File: config.mk
export PLATFORM = sky130hd
export DESIGN_NAME = mme_ctrl
export DESIGN_NICKNAME = d
export VERILOG_FILES = /design/src/rtl/mme_pkg.sv /design/src/rtl/mme_ctrl.sv
export SDC_FILE = /design/constraint.sdc
export NUM_CORES = 1
export LEC_CHECK = 0
export BUFFER_PORTS_ARGS = -buffer_cell sky130_fd_sc_hd__buf_2
export CORE_AREA = 3 3 40 42
export CTS_CLUSTER_DIAMETER = 30
export DETAILED_ROUTE_END_ITERATION = 8
export DIE_AREA = 0 0 43 45
export PLACE_DENSITY = 0.44
export SLEW_MARGIN = 20
export SYNTH_ARGS = -nofsm -noshare
export SYNTH_HDL_FRONTEND = slang
export SYNTH_SLANG_ARGS = --single-unit
File: constraint.sdc
create_clock -name clock -period 1.57 [get_ports clock]
set_clock_uncertainty 0.15 [all_clocks]
set_input_delay 0.0785 -clock clock [delete_from_list [all_inputs] [get_ports clock]]
set_output_delay 0.0785 -clock clock [all_outputs]
set_load 0.1 [all_outputs]
File: src/rtl/mme_pkg.sv
// Shared types and constants for the matrix multiply engine.
// Used by mme_ctrl, mme_dp and matrix_multiply_engine; depends on nothing else.
package mme_pkg;

   localparam int MAX_DIM  = 16;
   localparam int KIND_W   = 2;
   localparam int IDX_W    = 4;
   localparam int VAL_W    = 16;
   localparam int SIZE_W   = 5;
   localparam int PROD_W   = 2 * VAL_W;
   localparam int ACC_W    = PROD_W + SIZE_W;
   localparam int FRAC_W   = 8;
   localparam int ADDR_W   = 4;
   localparam int REG_IDX_W = 2;
   localparam int DATA_W   = 32;

   localparam logic [KIND_W-1:0] KIND_WRITE_A = 2'd0;
   localparam logic [KIND_W-1:0] KIND_WRITE_B = 2'd1;
   localparam logic [KIND_W-1:0] KIND_COMPUTE = 2'd2;

   localparam logic [REG_IDX_W-1:0] REG_ROWS_A    = 2'd0;
   localparam logic [REG_IDX_W-1:0] REG_INNER_LEN = 2'd1;
   localparam logic [REG_IDX_W-1:0] REG_COLS_B    = 2'd2;

   localparam logic [VAL_W-1:0] Q_MAX = 16'h7fff;
   localparam logic [VAL_W-1:0] Q_MIN = 16'h8000;

   typedef enum logic [2:0] {
      ST_IDLE  = 3'b001,
      ST_RUN   = 3'b010,
      ST_DRAIN = 3'b100
   } state_type;

   typedef struct packed {
      logic write_a;
      logic write_b;
      logic load;
      logic step;
      logic finish;
   } cmd_type;

   typedef struct packed {
      logic wr_a_ok;
      logic wr_b_ok;
      logic cmp_ok;
      logic last_k;
      logic pipe_empty;
   } status_type;

endpackage

File: src/rtl/mme_ctrl.sv
// Controller state machine of the matrix multiply engine.
// Depends on mme_pkg; drives the command struct of mme_dp from its status.
module mme_ctrl (
   input  logic                          clock,
   input  logic                          reset,
   input  logic                          start,
   input  logic [mme_pkg::KIND_W-1:0]    req_kind,
   input  mme_pkg::status_type           status,
   output logic                          busy,
   output mme_pkg::cmd_type              cmd
);
   import mme_pkg::*;

   state_type state_ff, state_in;

   always_comb begin
      state_in = state_ff;
      cmd      = '0;
      case (state_ff)
         ST_IDLE: begin
            if (start) begin
               case (req_kind)
                  KIND_WRITE_A: begin
                     cmd.write_a = status.wr_a_ok;
                  end
                  KIND_WRITE_B: begin
                     cmd.write_b = status.wr_b_ok;
                  end
                  KIND_COMPUTE: begin
                     cmd.load = 1'b1;
                     // An out-of-range request skips the walk and reports at once.
                     state_in = status.cmp_ok ? ST_RUN : ST_DRAIN;
                  end
                  default: begin
                     state_in = ST_IDLE;
                  end
               endcase
            end
         end
         ST_RUN: begin
            cmd.step = 1'b1;
            if (status.last_k) begin
               state_in = ST_DRAIN;
            end
         end
         ST_DRAIN: begin
            if (status.pipe_empty) begin
               cmd.finish = 1'b1;
               state_in   = ST_IDLE;
            end
         end
         default: begin
            state_in = ST_IDLE;
         end
      endcase
   end

   always_ff @(posedge clock) begin
      if (reset) begin
         state_ff <= ST_IDLE;
      end else begin
         state_ff <= state_in;
      end
   end

   assign busy = (state_ff != ST_IDLE);

endmodule

==> results.cfg, run 1 <==
[timing]
final_hold_viol_count = 0
worst_pin_slew_ns = 0.306
rsz0062_at_grt = true
timing.setup.tns_ns = -0.0106
timing.final.ws_setup_ns = -0.0106
setup_viol = 1
period_share_pct = 101
drv_slew = 0
fmax_mhz = 633
slew_headroom_pct = 79.3
period_minus_slack_ns = 1.58

[floorplan]
initial_core_util_pct = 19.3
rows = 13
io-pin-count = 16
die_area_mm2 = 0.00194
core_area_mm2 = 0.00128
die_y_um = 45
die-width_um = 43

[clock_tree]
clkSinkCount = 3
path_clk_slew_ns = 0.04
cts_tree = done
htreeDepth = 1
clock_latency_ns = 0.23
cts_root_buf = clkbuf_4
cts_made_buffers = 3
clockBufferDepth = 2

[synth]
ys_seq_area_share_pct = 24.2
syn_area_um2 = 248
synth_cell_type_count = 20
syn_nets = 39
syn_area_per_cell_um2 = 8.54
yosys_warnings = 0
ys_seq_elements = 3
netlist_instances = 29

[global_routing]
grt_first_pass_wirelength_um = 1420
grt_usage_pct = 10.1
antenna_found_initial = 0
grt_overflow = 0
grt_max_degree = 6
grt_pass1_vias = 333

[worst_setup_path]
cp_max_fo = 3
end_kind = output port
startpoint_type = register
r2r_cells = 4
rr_startpoint = state_ff[2]
required_ns = 1.34
startpoint = state_ff[1]
worstSetupPathType = register to output port
worstPathArrival_ns = 1.35

[placement]
io_buffer_count = 15
gp_congestion = 0.672
hpwl_um = 658
dp_slack_ns = 0.152
placed_cell_area_um2 = 474

[layout]
post-route-util_pct = 42.5
nNetsFinal = 66
drive_gt1_share_pct = 63.6
largest_register = state_ff
largest_reg_flops = 3
n_antenna_cell = 0
area_delta_synth_final_pct = 120
final_cell_area_um2 = 546
reg.largest.list = state_ff (3)

[min_path]
hp-class = input pin to register
worstHoldStart = status[2]
hold_depth = 3

[flow_run]
cap_violations = 0

[drt]
first_iter_violations = 0
drcViolationCount = 0
wl_per_cell_um = 11.4
antenna_left = 0
vias_per_cell = 4.36
dr.pass1.iters = 1
vias = 305
finalWirelength_um = 798

[run_status]
violations = negative setup slack
status = finished with violations

[power]
vdd_drop_max_mv = 0.485
p_total_w = 0.000503
pwr_density_cell_mw_per_mm2 = 921
power_leakage_nw = 0.229
-- Yosys cell counts (all sizes together) --
master	number	area (um2)
nor2b	2	12.5
nor2	2	7.51
a21oi	2	10.0
o221a	1	11.3
nor4b	1	8.76
a32oi	1	8.76
a211o	1	8.76
nand3	1	5.00
nor3b	4	51.3
dfxtp	3	60.1
and3	2	12.5
nand2	1	3.75
and4bb	1	12.5
o21ai	1	5.00
inv	4	15.0
a211oi	1	7.51
a21o	1	7.51
-- power breakdown --
part / total [W] / internal, W / switching (W)
registers: 0.0000921 / 0.0000859 / 0.00000625
logic: 0.000275 / 0.000111 / 0.000163
clock network: 0.000136 / 0.0000953 / 0.0000406
total: 0.000503 / 0.000293 / 0.000210
-- area by class of cell --
type / count / area, um2
timing repair buffer: 22 / 214
clock buffer: 4 / 26.3
tap: 15 / 18.8
inverter: 4 / 20.0
multi-input combinational: 22 / 200
sequential: 3 / 66.3
fill: 132 / 739
-- placed cells by master (no fill, tap or decap) --
cell	count
nor2_4	2
buf_6	1
buf_4	5
nor3b_2	1
dfxtp_4	1
o221a_1	1
and3_4	1
nor3b_4	2
nor4b_1	1
dfxtp_2	2
dlygate4sd3_1	2
inv_6	1
and4bb_2	1
buf_12	5
nand2_1	1
buf_2	9
a211oi_1	1
nor3b_1	1
a21o_1	1
o21ai_0	1
clkbuf_1	1
and3_2	1
nor2b_1	2
inv_1	3
a211o_1	1
a21oi_1	2
nand3_1	1
a32oi_1	1
clkbuf_4	3
-- stage by stage --
| stage | hold WS (ns) | cells |
|---|---|---|
| 3_3_place_gp | 0.122 | 63 |
| 3_5_place_dp | 0.123 | 63 |
| 4_1_cts | 0.0741 | 70 |
| 5_1_grt | 0.0618 | 70 |
| 6_report | 0.0660 | 70 |
| 2_1_floorplan | -0.000499 | 29 |
-- metal layers --
metal  wire (um)  track usage (%)  part of all wire, %
met1         350             11.8                   44
met2         373             16.5                   47
met3          56             4.78                  7.0
met4          17             3.61                  2.1
met5           0                0                    0
-- critical path, stage by stage, from the launching register on --
cell	delay [ns]
dfxtp_4	0.34
nor3b_4	0.28
inv_6	0.05
nor2_4	0.08
and3_4	0.19
buf_12	0.17
-- what timing repair did --
item / CTS / global route
buffers inserted: 1 / 0
resized for setup: 4 / 2
pin swaps: 3 / 2
cloned: 0 / 0
setup endpoints to repair: 3 / 4
hold endpoints to repair: 3 / 0
hold buffers: 2 / 0
-- cell families (layout without fill, tap and decap cells) --
kind of cell           Yosys count  after routing  share of synthesized area [%]
AO/OA/AOI/OAI                    8              8                           23.7
flip-flops                       3              3                           24.2
AND/OR/NAND/NOR                 14             14                           46.0
buffers and inverters            4             30                           6.06
-- final timing paths --
check                end  slack (ns)
max               cmd[4]       -0.01
min reg2reg  state_ff[1]        0.48
max reg2reg  state_ff[2]        0.18
min          state_ff[2]        0.07
No activity file was read; power rests on OpenSTA's default activity.
==> run 2: changes to the inputs <==
- clock period: 1.57 -> 1.8 ns (I/O delays scaled with it)
==> run 2 against run 1 <==
The run now ends clean. Highest routed layer is now met3. Routed wire length is 15% lower. Clock-buffer cell count stayed put. Total power is 21% lower. Critical endpoint unchanged. Setup slack better by 0.15 ns. Die area stayed put. Sequential power is 6.3% lower. Sequential cell count stayed put. Clock power is 15% lower. Sequential share of layout area is 1.5 points higher. Critical path depth stayed put.
==> results.cfg, run 2 (synthesized netlist as in run 1, its figures left out) <==
[run_status]
status = completed

[clock_tree]
ctsHoldBuffers = 1
htreeDepth = 1
clock_latency_ns = 0.23
cts_root_buf = clkbuf_4
cts_tree = done
clkSinkCount = 3
cts_setup_buffers = 0
cts_resized = 0
path_clk_slew_ns = 0.03
cts_made_buffers = 3
clockBufferDepth = 2

[layout]
largest_register = state_ff
area_delta_synth_final_pct = 85.4
nNetsFinal = 62
n_antenna_cell = 0
drive_gt1_share_pct = 56.9
seq_area_um2 = 62.6
final_cell_mix = buf_2, inv_1, clkbuf_4, buf_12
final_common_cell = buf_2
fillers = 144
multiInputGateArea_um2 = 191
largest_reg_flops = 3
reg.largest.list = state_ff (3)

[global_routing]
grt_pass1_vias = 288
antenna_found_initial = 0
grt_first_pass_wirelength_um = 1100
grt_usage_pct = 7.56
grt_overflow = 0
grt_max_degree = 7

[timing]
hold_ws_ns = 0.0151
worst_pin_slew_ns = 0.485
fmax_mhz = 601
drv_slew = 0
final_hold_viol_count = 0
slew_headroom_pct = 67.9
setup_viol = 0
period_share_pct = 92.4
rsz0062_at_grt = false
period_minus_slack_ns = 1.66
timing.setup.tns_ns = 0

[drt]
antenna_left = 0
finalWirelength_um = 675
dr.pass1.iters = 4
drcViolationCount = 0
first_iter_violations = 6
wl_per_cell_um = 10.2
vias = 284
vias_per_cell = 4.30

[placement]
io_buffer_count = 15
gp_congestion = 0.663

[floorplan]
die_area_mm2 = 0.00194
die-width_um = 43
initial_core_util_pct = 19.3
io-pin-count = 16
core_area_mm2 = 0.00128
die_y_um = 45
rows = 13

[worst_setup_path]
r2r_cells = 4
cp_max_fo = 6
required_ns = 1.56
startpoint_type = register
worstSetupPathType = register to output port
end_kind = output port
worstPathArrival_ns = 1.42

[min_path]
hp-class = input pin to register
hold_depth = 2

[power]
pwr_density_cell_mw_per_mm2 = 861
power_leakage_nw = 0.203
vdd_drop_max_mv = 0.265

[flow_run]
cap_violations = 0
## run 2: cell type report
| class | instances | share of cell area [%] |
|---|---|---|
| tap | 15 | 4.09 |
| inverter | 4 | 3.27 |
| timing repair buffer | 18 | 31.6 |
| clock buffer | 4 | 5.72 |
| multi-input combinational | 22 | 41.7 |
| sequential | 3 | 13.6 |
## run 2: path summary, 6_finish.rpt
kind / start / to / slack, ns
min reg2reg: state_ff[1] / state_ff[1] / 0.34
max reg2reg: state_ff[2] / state_ff[2] / 0.42
min: status[1] / state_ff[2] / 0.02
max: state_ff[2] / cmd[4] / 0.14
## run 2: critical path, cell delays in order (launching register included)
cell     delay [ns]
dfxtp_2        0.36
nor3b_4        0.23
inv_2          0.09
nor2_1         0.14
and3_4         0.21
buf_12         0.17
## run 2: per-layer routing
layer	wire [um]	part of all wire (%)	global-route usage (%)	vias up
li1	-	-	-	153
met1	328	49	8.87	123
met2	307	45	11.7	8
met3	39	5.8	2.39	0
met4	0	0	5.42	0
met5	0	0	0	-
## run 2: power breakdown
group	internal (W)	switching [W]
Clock	0.0000829	0.0000326
Sequential	0.0000754	0.0000108
Combinational	0.0000697	0.000124
## run 2: metrics by stage
stage / cells / total power [W] / utilization, % / area [um2] / worst slack [ns]
detailed placement: 61 / 0.000279 / 32.9 / 423 / 0.381
global placement: 61 / 0.000283 / 32.9 / 423 / 0.401
global route: 66 / 0.000421 / 35.7 / 459 / 0.0712
floorplan: 29 / 0.000221 / - / 269 / -0.0756
CTS: 66 / 0.000405 / 35.7 / 459 / 0.124
finish: 66 / 0.000395 / 35.7 / 459 / 0.137
==> run 3: changes to the inputs <==
- BUFFER_PORTS_ARGS: -buffer_cell sky130_fd_sc_hd__buf_2 -> -buffer_cell sky130_fd_sc_hd__buf_4
==> run 3 against run 2 <==
Die area is the same. First-iteration DRC count shrank 100%. Maximum frequency fell by 2.3%. Via count is 4.9% higher. Setup slack lost 0.040 ns. Sequential cell count unchanged. Core utilization is 0.58 points higher. Critical path type unchanged.
==> results.cfg, run 3 (synthesized netlist as in run 1, its figures left out) <==
[run_status]
status = completed

[global_routing]
antenna_found_initial = 0
grt_first_pass_wirelength_um = 1260
grt_pass1_vias = 314
grt_overflow = 0
grt_usage_pct = 8.56
grt_max_degree = 7

[layout]
largest_reg_flops = 3
instances_no_fill = 66
largest_register = state_ff
reg.largest.list = state_ff (3)
final_common_cell = buf_4
n_antenna_cell = 0
final_cell_mix = buf_4, inv_1, clkbuf_4
area_delta_synth_final_pct = 88.4
nNetsFinal = 62
drive_gt1_share_pct = 54.9

[drt]
dr.pass1.iters = 1
drcViolationCount = 0
wl_per_cell_um = 11.2
vias = 298
first_iter_violations = 0
finalWirelength_um = 739
vias_per_cell = 4.52
antenna_left = 0

[placement]
dp_cells = 60
gp_congestion = 0.727
hpwl_um = 616
io_buffer_count = 15

[flow_run]
cap_violations = 0

[worst_setup_path]
startpoint_type = register
rr_startpoint = state_ff[0]
end_kind = output port
required_ns = 1.56
r2r_cells = 4
path_depth = 5
crit_buf_inv = 2
cpPeakStageDelay_ns = 0.34
startpoint = state_ff[1]
worstPathArrival_ns = 1.46
crit_chain = nor3b_4, inv_2, nor2_1, and3_4, buf_12
slowest_stage = dfxtp_2
cp_max_fo = 5
worstSetupPathType = register to output port
critPathTopFamily = simple AND/OR/NAND/NOR gates

[clock_tree]
cts_root_buf = clkbuf_4
htreeDepth = 1
clock_latency_ns = 0.23
cts_setup_buffers = 0
cts_made_buffers = 3
cts_tree = done
path_clk_slew_ns = 0.04
clkSinkCount = 3
clockBufferDepth = 2

[timing]
fmax_mhz = 587
period_minus_slack_ns = 1.70
drv_slew = 0
rsz0062_at_grt = false
slew_headroom_pct = 80.4
setup_viol = 0
final_hold_viol_count = 0
period_share_pct = 94.6
worst_pin_slew_ns = 0.290
timing.setup.tns_ns = 0

[floorplan]
io-pin-count = 16
initial_core_util_pct = 19.3
core_area_mm2 = 0.00128
rows = 13
die-width_um = 43
die_area_mm2 = 0.00194
die_y_um = 45

[min_path]
hold_depth = 3
hp-class = input pin to register
worstHoldStart = status[2]

[power]
vdd_drop_max_mv = 0.311
power_leakage_nw = 0.205
pwr_density_cell_mw_per_mm2 = 835
==> run 3: worst register-to-register path, stage by stage, from the launching register on <==
cell and delay [ns]:
dfxtp_1 0.30, buf_4 0.15, nor4b_1 0.33, a211o_1 0.17
o221a_1 0.17
==> run 3: path summary, 6_finish.rpt <==
| path | endpoint | slack, ns |
|---|---|---|
| setup / recovery | cmd[4] | 0.1 |
| hold / removal | state_ff[2] | 0.07 |
| hold reg to reg | state_ff[1] | 0.34 |
| setup reg to reg | state_ff[2] | 0.47 |
==> run 3: repair_timing <==
action | 4_1_cts | 5_1_grt
pin swaps | 0 | 1
endpoints found under the setup margin | 1 | 1
endpoints found under the hold margin | 3 | 0
hold buffers | 2 | 0
resized for setup | 1 | 2
==> run 3: area by class of cell <==
| cell class | instances | area, um2 |
|---|---|---|
| repair buffers | 18 | 153 |
| well taps | 15 | 18.8 |
| flip-flops and latches | 3 | 62.6 |
| clock buffers | 4 | 26.3 |
| fillers | 129 | 818 |
| inverters | 4 | 15.0 |
| multi-input cells | 22 | 191 |
==> run 3: routing by layer <==
metal | track usage [%] | share of wire (%) | wire, um
met3 | 1.59 | 4.7 | 35
met5 | 0 | 0 | 0
met4 | 5.42 | 0 | 0
met2 | 16.5 | 54 | 401
met1 | 8.39 | 41 | 302
==> run 3: through the flow <==
stage                     util, %  setup WS, ns  total power, W  hold WS [ns]  cell area [um2]
after floorplan                 -       -0.0756        0.000221        0.0110              269
after detailed placement     31.7         0.210        0.000273         0.115              408
after CTS                    35.6        0.0122        0.000396        0.0682              458
after global routing         36.3       0.00693        0.000415        0.0805              467
after global placement       31.7         0.249        0.000271         0.118              408
final                        36.3        0.0971        0.000390        0.0695              467
==> run 3: power by group <==
| group | leakage [nW] | total [W] | switching (W) | internal, W |
|---|---|---|---|---|
| Combinational | 0.164 | 0.000190 | 0.000122 | 0.0000674 |
| Sequential | 0.0255 | 0.0000857 | 0.0000103 | 0.0000754 |
| Clock | 0.0150 | 0.000115 | 0.0000317 | 0.0000829 |
